==> config.mk <==
export PLATFORM = sky130hd
export DESIGN_NAME = efuse_bank_program_with_lock
export DESIGN_NICKNAME = d
export VERILOG_FILES = /design/src/design/efbp_pkg.sv /design/src/design/efuse_bank_program_with_lock.sv /design/src/design/efbp_fuse_mem.sv /design/src/design/efbp_ctrl.sv
export SDC_FILE = /design/constraint.sdc
export NUM_CORES = 1
export LEC_CHECK = 0
export BUFFER_PORTS_ARGS = -buffer_cell sky130_fd_sc_hd__buf_4
export CORE_MARGIN = 5
export CORE_UTILIZATION = 35
export DETAILED_ROUTE_END_ITERATION = 16
export GPL_ROUTABILITY_DRIVEN = 1
export GPL_TIMING_DRIVEN = 0
export SLEW_MARGIN = 0
export SYNTH_ARGS = -nofsm -noshare
export SYNTH_HDL_FRONTEND = slang
export SYNTH_SLANG_ARGS = --single-unit
==> constraint.sdc <==
create_clock -name clk -period 6.15 [get_ports clk]
set_clock_uncertainty 0.1 [all_clocks]
set_input_delay 0 -clock clk [delete_from_list [all_inputs] [get_ports clk]]
set_output_delay 0 -clock clk [all_outputs]
set_load 0.005 [all_outputs]
==> src/design/efbp_pkg.sv <==
// Shared types, constants and status codes for the fuse bank programmer.
// No dependencies; imported by every design file.
package efbp_pkg;

  // Array geometry
  localparam int NUM_BANKS = 32;
  localparam int LOCK_IDX  = 31;
  localparam int WORD_W    = 32;
  localparam int BANK_W    = 5;
  // Banks that hold data: below the lock bank and below the bank count
  localparam int NUM_DATA  = (LOCK_IDX < NUM_BANKS) ? LOCK_IDX : NUM_BANKS;
  localparam int DATA_AW   = (NUM_DATA > 1) ? $clog2(NUM_DATA) : 1;
  localparam bit LOCK_PRESENT = (LOCK_IDX < NUM_BANKS);

  typedef logic [WORD_W-1:0] word_t;
  typedef logic [BANK_W-1:0] bank_t;

  // Request kinds
  localparam logic FUNC_GET = 1'b0;
  localparam logic FUNC_SET = 1'b1;

  // Result status codes
  typedef logic [1:0] status_t;
  localparam status_t ST_OK       = 2'd0;
  localparam status_t ST_BYPASS   = 2'd1;
  localparam status_t ST_RANGE    = 2'd2;
  localparam status_t ST_LOCKED   = 2'd3;

  // Configuration registers
  localparam int CFG_IDX_W = 1;
  localparam logic [CFG_IDX_W-1:0] CFG_WRITE_LOW  = 1'd0;
  localparam logic [CFG_IDX_W-1:0] CFG_WRITE_HIGH = 1'd1;
  localparam bank_t WRITE_LOW_RST  = 5'd7;
  localparam bank_t WRITE_HIGH_RST = 5'd11;

endpackage

==> src/design/efuse_bank_program_with_lock.sv <==
// Fuse bank programmer with per-bank lock bitmap.
// A request is captured and its bank word read at accept; S_EVAL decides,
// writes back and registers the result strobe and payload. busy (S_EVAL)
// blocks new requests; the registered fuse read feeds the read-modify-write.
// Reset (rst_n, synchronous) blanks all fuses and the lock bitmap and loads the
// write window to banks 7..11. The receiver cannot stall the result.
module efuse_bank_program_with_lock import efbp_pkg::*; (
  input  logic                 clk,
  input  logic                 rst_n,
  input  logic                 start,
  output logic                 busy,
  input  logic                 in_func,
  input  logic [4:0]           in_bank_index,
  input  logic [31:0]          in_write_value,
  input  logic                 in_lock_request,
  output logic                 out_valid,
  output logic [1:0]           out_status,
  output logic [31:0]          out_read_value,
  output logic                 out_locked_flag,
  input  logic                 cfg_we,
  input  logic [CFG_IDX_W-1:0] cfg_index,
  input  logic [4:0]           cfg_wdata
);

  efbp_ctrl u_ctrl (
    .clk             (clk),
    .rst_n           (rst_n),
    .start           (start),
    .busy            (busy),
    .in_func         (in_func),
    .in_bank_index   (in_bank_index),
    .in_write_value  (in_write_value),
    .in_lock_request (in_lock_request),
    .out_valid       (out_valid),
    .out_status      (out_status),
    .out_read_value  (out_read_value),
    .out_locked_flag (out_locked_flag),
    .cfg_we          (cfg_we),
    .cfg_index       (cfg_index),
    .cfg_wdata       (cfg_wdata)
  );

endmodule

==> src/design/efbp_fuse_mem.sv <==
// Fuse word store: one-port-write, one-port-read synchronous memory with
// per-entry valid bits so unwritten (blank) entries read as zero.
// Depends on efbp_pkg.
module efbp_fuse_mem import efbp_pkg::*; (
  input  logic               clk,
  input  logic               rst_n,
  input  logic               rd_en,
  input  logic [DATA_AW-1:0] rd_addr,
  output word_t              rd_data,
  input  logic               wr_en,
  input  logic [DATA_AW-1:0] wr_addr,
  input  word_t              wr_data
);

  word_t               mem [NUM_DATA];
  logic [NUM_DATA-1:0] valid_r;
  word_t               rd_data_r;
  logic                rd_valid_r;

  // Storage array and registered read
  always_ff @(posedge clk) begin
    if (wr_en) begin
      mem[wr_addr] <= wr_data;
    end
    if (rd_en) begin
      rd_data_r <= mem[rd_addr];
    end
  end

  // Valid bits: cleared at reset, blank fuses read as zero
  always_ff @(posedge clk) begin
    if (!rst_n) begin
      valid_r    <= '0;
      rd_valid_r <= 1'b0;
    end else begin
      if (wr_en) begin
        valid_r[wr_addr] <= 1'b1;
      end
      if (rd_en) begin
        rd_valid_r <= valid_r[rd_addr];
      end
    end
  end

  assign rd_data = rd_valid_r ? rd_data_r : '0;

endmodule

==> src/design/efbp_ctrl.sv <==
// Request sequencer: captures a transaction, reads the bank word, decides,
// writes back and presents the result. Holds the lock bitmap and window.
// Depends on efbp_pkg and efbp_fuse_mem.
module efbp_ctrl import efbp_pkg::*; (
  input  logic                 clk,
  input  logic                 rst_n,
  input  logic                 start,
  output logic                 busy,
  input  logic                 in_func,
  input  bank_t                in_bank_index,
  input  word_t                in_write_value,
  input  logic                 in_lock_request,
  output logic                 out_valid,
  output status_t              out_status,
  output word_t                out_read_value,
  output logic                 out_locked_flag,
  input  logic                 cfg_we,
  input  logic [CFG_IDX_W-1:0] cfg_index,
  input  bank_t                cfg_wdata
);

  localparam logic S_IDLE = 1'b0;
  localparam logic S_EVAL = 1'b1;

  logic                state_r, state_nxt;
  logic                func_r;
  bank_t               bank_r;
  word_t               value_r;
  logic                lock_req_r;
  bank_t               low_r, high_r;
  logic [NUM_DATA-1:0] lock_r;

  logic                accept;
  logic                in_range_in;
  word_t               cur_word;
  logic                addressable;
  logic                bank_locked;
  logic                in_window;
  logic                go;
  logic                do_write;
  status_t             status_nxt;
  word_t               rd_nxt;
  logic                lk_nxt;
  logic [DATA_AW-1:0]  bank_addr;

  assign accept      = start && !busy;
  assign busy        = (state_r == S_EVAL);
  assign in_range_in = ({1'b0, in_bank_index} < (BANK_W+1)'(NUM_DATA));
  assign bank_addr   = DATA_AW'(bank_r);

  efbp_fuse_mem u_mem (
    .clk     (clk),
    .rst_n   (rst_n),
    .rd_en   (accept && in_range_in),
    .rd_addr (DATA_AW'(in_bank_index)),
    .rd_data (cur_word),
    .wr_en   (do_write),
    .wr_addr (bank_addr),
    .wr_data (cur_word | value_r)
  );

  // Decision on the word read back
  always_comb begin
    addressable = ({1'b0, bank_r} < (BANK_W+1)'(NUM_DATA));
    bank_locked = addressable ? lock_r[bank_addr] : 1'b0;
    in_window   = (bank_r >= low_r) && (bank_r <= high_r);
    go          = (((cur_word & value_r) == '0) && (value_r != '0)) ||
                  ((value_r == '0) && lock_req_r);
    status_nxt  = ST_OK;
    rd_nxt      = '0;
    lk_nxt      = 1'b0;
    do_write    = 1'b0;
    if (!addressable) begin
      status_nxt = ST_RANGE;
    end else if (func_r == FUNC_GET) begin
      rd_nxt = cur_word;
      lk_nxt = bank_locked;
    end else if (!in_window) begin
      status_nxt = ST_RANGE;
    end else if (bank_locked) begin
      status_nxt = ST_LOCKED;
    end else if (go) begin
      do_write = (state_r == S_EVAL);
    end else begin
      status_nxt = ST_BYPASS;
    end
  end

  // Sequencer next state
  always_comb begin
    state_nxt = state_r;
    case (state_r)
      S_IDLE: begin
        if (accept) state_nxt = S_EVAL;
      end
      S_EVAL: state_nxt = S_IDLE;
      default: state_nxt = S_IDLE;
    endcase
  end

  // Control state, window, lock bitmap, result strobe
  always_ff @(posedge clk) begin
    if (!rst_n) begin
      state_r   <= S_IDLE;
      out_valid <= 1'b0;
      low_r     <= WRITE_LOW_RST;
      high_r    <= WRITE_HIGH_RST;
      lock_r    <= '0;
    end else begin
      state_r   <= state_nxt;
      out_valid <= (state_r == S_EVAL);
      if (cfg_we) begin
        case (cfg_index)
          CFG_WRITE_LOW:  low_r  <= cfg_wdata;
          CFG_WRITE_HIGH: high_r <= cfg_wdata;
          default: ;
        endcase
      end
      if (do_write && lock_req_r && LOCK_PRESENT) begin
        lock_r[bank_addr] <= 1'b1;
      end
    end
  end

  // Transaction capture and result payload
  always_ff @(posedge clk) begin
    if (accept) begin
      func_r     <= in_func;
      bank_r     <= in_bank_index;
      value_r    <= in_write_value;
      lock_req_r <= in_lock_request;
    end
    if (state_r == S_EVAL) begin
      out_status      <= status_nxt;
      out_read_value  <= rd_nxt;
      out_locked_flag <= lk_nxt;
    end
  end

endmodule
Yosys cells after proc, flatten, opt, wreduce, memory -nomap -nowiden
Memory sizes are Yosys's and may differ from the RTL's. A register that Yosys moved wholly into a read port is not among the register bits. Cells that the tools add are included.

Bitwise gates (word level): 7. Order comparisons: 7. Muxes and demuxes: 21. Reductions and logical operators: 16.

Operators by type and width (count): zero test 32 bit (2); bitwise OR 31 bit (2); AND 32 bit (1); 2-to-1 mux 32 bit (1); bitwise OR 32 bit (1); nonzero test 32 bit (1); 2-to-1 mux 1 bit (13); < comparator 5 x 6 -> 1 bit (second input constant) (2); binary-select mux 1 bit (select 5 bit) (2); < comparator 5 bit (second input constant) (2); logical AND 1 bit (7); 2-to-1 mux 2 bit (3); demux 1 bit (select 5 bit) (1); greater-or-equal comparator 5 x 1 -> 1 bit (second input constant) (1); greater-or-equal comparator 5 bit (1); less-or-equal comparator 5 bit (1); AND reduction 2 bit (2); inverter 1 bit (3); AND reduction 3 bit (1); case mux 1 bit (2 select lines) (1); OR reduction 2 bit (1); zero test 1 bit (1); logical OR 1 bit (1).

Memories kept: 1. RAM bits: 992. Input port bits: 49. Flip-flop bits (word level): 149.

Memory list: u_ctrl.u_mem.mem (depth 31, width 32, read ports 1, clocked after Yosys merged registers in 1, write ports 1, RTL line efbp_fuse_mem.sv:15) `word_t mem [NUM_DATA];`.

Longest topological paths before layout
Depth after elaboration: 12. Gate-level depth with buffers: 10. Gate-level depth less buffers: 8.

Modules after synthesis
A second synthesis with hierarchy kept.

Cells, all modules: 2225. Area, all modules: 45411.1 um^2.

Modules (own cells, without submodules): efbp_fuse_mem (times used 1, area an instance 40381.2 um^2, cells each 1793, seq. area each 31390.1 um^2); efbp_ctrl (times used 1, area an instance 5029.8 um^2, cells each 432, seq. area each 3083.0 um^2).

Worst setup path before layout
No wires, ideal clock.

Kind: reg-to-reg. Start point: reg u_ctrl.state_r, in the netlist u_ctrl.busy. End point: mem u_ctrl.u_mem.mem[6][0] (netlist bit), enable pin. Library setup time: 0.502 ns. Data arrival time: 5.130 ns. Stages on the path, launching flop included: 5. Required time: 5.548 ns. Setup slack: 0.419 ns. Cells stage by stage: dfxtp_1 -> nand2_1 -> nor3_1 -> nand2_1 -> nor4_1.

Cells in the longest elaborated chain, start to end: 7.

RTL lines: from (decl) (RTL line efbp_ctrl.sv:25) `logic state_r, state_nxt;`; from (signal assigned) (RTL line efbp_ctrl.sv:110) `state_r <= state_nxt;`; 2-to-1 mux 1 bit (RTL line efbp_ctrl.sv:82) `end else if (go) begin`; 2-to-1 mux 1 bit (RTL line efbp_ctrl.sv:80) `end else if (bank_locked) begin`; 2-to-1 mux 1 bit (RTL line efbp_ctrl.sv:78) `end else if (!in_window) begin`; 2-to-1 mux 1 bit (RTL line efbp_ctrl.sv:75) `end else if (func_r == FUNC_GET) begin`; 2-to-1 mux 1 bit (RTL line efbp_ctrl.sv:73) `if (!addressable) begin`; 2-to-1 mux 1 bit (RTL line efbp_fuse_mem.sv:22) `if (wr_en) begin`; 2-to-1 mux 1 bit (not written as such) (RTL line efbp_fuse_mem.sv:23) `mem[wr_addr] <= wr_data;`; to (decl) (RTL line efbp_fuse_mem.sv:15).

Every way passes these cells.

Worst setup path after layout
Start point: reg u_ctrl.u_mem.rd_data_r[9], read port of u_ctrl.u_mem.mem. End point: mem u_ctrl.u_mem.mem[22][16] (netlist bit), enable pin.

Cells in the longest elaborated chain, start to end: 12.

RTL lines: from (decl) (RTL line efbp_fuse_mem.sv:17) `word_t rd_data_r;`; 2-to-1 mux 32 bit (RTL line efbp_fuse_mem.sv:45) `assign rd_data = rd_valid_r ? rd_data_r : '0;`; AND 32 bit (RTL line efbp_ctrl.sv:67) `go = (((cur_word & value_r) == '0) && (value_r != '0)) ||`; zero test 32 bit (RTL line efbp_ctrl.sv:67); logical AND 1 bit (RTL line efbp_ctrl.sv:67); logical OR 1 bit (RTL line efbp_ctrl.sv:67); 2-to-1 mux 1 bit (RTL line efbp_ctrl.sv:82); 2-to-1 mux 1 bit (RTL line efbp_ctrl.sv:80); 2-to-1 mux 1 bit (RTL line efbp_ctrl.sv:78); 2-to-1 mux 1 bit (RTL line efbp_ctrl.sv:75); 2-to-1 mux 1 bit (RTL line efbp_ctrl.sv:73); 2-to-1 mux 1 bit (RTL line efbp_fuse_mem.sv:22); 2-to-1 mux 1 bit (not written as such) (RTL line efbp_fuse_mem.sv:23).

Every way passes these cells.

==> results.sh <==
export IMPL_outcome="finished clean"
export IMPL_postRouteAntennaNets=0
export IMPL_worstPathMaxFanout=10
export IMPL_antenna_found_initial=7
export IMPL_cts_buffers=113
export IMPL_multi_input_area_um2=10590
export IMPL_start_util_pct=35.12
export IMPL_postSynthCellCount=2203
export IMPL_clock_latency_ns=0.72
export IMPL_path_cells="a22o_1 > a221oi_1 > nand4_1 > o31ai_1 > nand3b_2 > buf_4 > nor4_2 > buf_4 > buf_4 > buf_4"
export IMPL_synth_top_flop_cell="edfxtp_1"
export IMPL_routed_wl_mm=129.0
export IMPL_end_kind="register"
export IMPL_seq_area_um2=34470
export IMPL_setup_viol=0
export IMPL_finalWorstSetupSlack_ns=0.4514
export IMPL_tightestPinTransition_ns=1.375
export IMPL_routabilityCongestion=0.8867
export IMPL_worstSetupPathType="register to register"
export IMPL_synth_area_top_cells="edfxtp_1, mux4_2, dfxtp_1"
export IMPL_synth_area_um2=45420
export IMPL_rsz0062_at_grt="no"
export IMPL_synth_common_cells="edfxtp_1, mux4_2, nand2_1"
export IMPL_start_kind="register"
export IMPL_cp_required_ns=6.46
export IMPL_worst_path_max_delay_cell="o31ai_1"
export IMPL_post_place_ws_ns=0.6633
export IMPL_ys_ff_latch=1173
export IMPL_ys_seq_area_share_pct=75.89
export IMPL_final_nets=2735
export IMPL_grt_max_degree=32
export IMPL_slowest_delay_ns=1.15
export IMPL_portBuffers=85
export IMPL_cts_buffer_depth=3
export IMPL_p_leak_nw=17.70
export IMPL_first_global_vias=24710
export IMPL_synth_nets=2262
export IMPL_power_density_nw_per_um2=309.9
export IMPL_htreeDepth=3
export IMPL_synthArstFlopShare_pct=0
export IMPL_track_usage_pct=18.65
export IMPL_die_width_um=370.2
export IMPL_post_synth_top_count_cell="edfxtp_1"
export IMPL_grt_overflow=0
export IMPL_arrival_ns=6.01
export IMPL_drt_drc_violations_left=0
export IMPL_drive_above_1_share_pct=30.23
export IMPL_grt_first_pass_wirelength_mm=182.0
export IMPL_yosysTopAreaCell="edfxtp_1"
export IMPL_path_clk_slew_ns=0.06
export IMPL_period_share_pct=92.66
export IMPL_slew_limit_headroom_pct=7.525
export IMPL_dr_total_vias=24720
export IMPL_die_area_um2=137100
export IMPL_synth_top_area_share_pct=72.59
export IMPL_post_route_min_period_ns=5.699
export IMPL_die_y_um=370.2
export IMPL_vdd_ir_drop_max_v=0.0002241
export IMPL_cpMostUsedCell="buf_4"
export IMPL_rows=132
export IMPL_fillCellCount=11140
export IMPL_hold_viol_final=0
export IMPL_slew_viol_final=0
export IMPL_cts_sinks=1173
export IMPL_drt_iter0_drc=3412
export IMPL_firstDrtPassIters=7
export IMPL_avgViaCountPerCell=5.475
export IMPL_post_route_util_pct=42.26
export IMPL_drv_cap=0
export IMPL_area_growth_pct=20.33
export IMPL_cts_tree="done"
export IMPL_fmax_mhz=175.5
export IMPL_fin_tns_setup_ns=0
export IMPL_ioPinCount=86
export IMPL_synth_area_per_cell_um2=20.62
export IMPL_dp_hpwl_mm=90.71
export IMPL_hp_class="input pin to register"
export IMPL_synth_warnings=0
export IMPL_wl_per_cell_um=28.57
export IMPL_synth_edf_count=1098
export IMPL_core_area_um2=129300
export IMPL_netlist_cell_type_count=51
export IMPL_cts_root_buf="clkbuf_16"
-- state kept, by name, indices dropped and copies added (netlist names), 2 cells and up --
signal / cells
u_ctrl.u_mem.mem: 992
u_ctrl.out_read_value: 32
u_ctrl.u_mem.rd_data_r: 32
u_ctrl.value_r: 32
u_ctrl.lock_r: 31
u_ctrl.u_mem.valid_r: 31
u_ctrl.bank_addr: 5
u_ctrl.high_r: 5
u_ctrl.low_r: 5
u_ctrl.out_status: 2
-- layout make-up --
class / instances / share of cell area, %
flip-flops and latches: 1173 / 63.07
multi-input cells: 894 / 19.37
repair buffers: 358 / 5.652
clock buffers: 140 / 5.476
well taps: 1742 / 3.988
clock inverters: 71 / 1.369
plain buffers: 125 / 0.9867
inverters: 11 / 0.07554
diodes: 2 / 0.009157
-- final timing paths --
check / slack, ns / from / depth (start not counted) / endpoint
worst min-delay path: 0.07 / cfg_index / 4 / u_ctrl.high_r[0]$_SDFFE_PN1P_
worst max-delay path: 0.45 / u_ctrl.u_mem.rd_data_r[9]$_DFFE_PP_ / 10 / u_ctrl.u_mem.mem[22][16]$_DFFE_PP_
worst min register to register: 0.35 / u_ctrl.u_mem.valid_r[28]$_SDFFE_PN0P_ / 2 / u_ctrl.u_mem.valid_r[28]$_SDFFE_PN0P_
worst max register to register: 0.45 / u_ctrl.u_mem.rd_data_r[9]$_DFFE_PP_ / 10 / u_ctrl.u_mem.mem[22][16]$_DFFE_PP_
-- cells by family after synthesis --
family / count (synthesis) / share of synthesized area [%]
simple gates: 335 / 3.507
compound gates: 172 / 2.413
mux: 377 / 16.64
flops: 1173 / 75.89
buf+inv: 136 / 1.273
fa+ha+maj: 10 / 0.2755
-- per-layer routing --
| layer | vias to the layer above | wire (um) | GRT usage, % |
|---|---|---|---|
| li1 | 10060 | - | - |
| met1 | 13110 | 54170 | 26.86 |
| met2 | 1325 | 57770 | 28.20 |
| met3 | 226 | 13640 | 5.046 |
| met4 | 2 | 3425 | 4.838 |
| met5 | - | 13 | 0 |
-- per-stage QoR --
step	power [mW]	cell area (um2)	cells	hold slack [ns]
after floorplan	9.579	45420	2203	-0.001131
after global placement	9.943	48240	4030	0.08047
after detailed placement	9.991	49890	4201	0.07946
after CTS	17.03	54650	4514	0.01487
after global routing	17.44	54650	4514	0.07244
final	16.94	54660	4516	0.07265
-- report_power, final --
group	switching (mW)	total [mW]	internal, mW
combinational	0.575	0.951	0.376
clock	3.01	7.06	4.04
sequential	0.0912	8.93	8.84
-- cells in the final DEF (no fill, tap or decap), drive strengths merged, types with 44 or more instances in the layout --
| cell type | Yosys | layout |
|---|---|---|
| o21ai | 79 | 79 |
| clkinv | 0 | 49 |
| dlygate4sd3 | 0 | 102 |
| dfxtp | 75 | 75 |
| mux2i | 44 | 44 |
| mux4 | 299 | 299 |
| edfxtp | 1098 | 1098 |
| buf | 43 | 299 |
| nand2 | 159 | 159 |
| clkbuf | 82 | 222 |
-- critical path, delay by kind of cell, from the launching register on --
family,cells,cell delay [ns]
AND/OR/NAND/NOR,3,1.65
AO/OA/AOI/OAI,3,1.91
flip-flops,1,0.59
buffers and inverters,4,1.12
-- timing repair --
item | CTS | global route
hold buffers | 102 | 0
endpoints found under the hold margin | 121 | 0
endpoints found under the setup margin | 0 | 0
buffers inserted | 0 | 0
gates resized for setup | 0 | 0
Note: power is estimated with default switching activity, not from simulation.
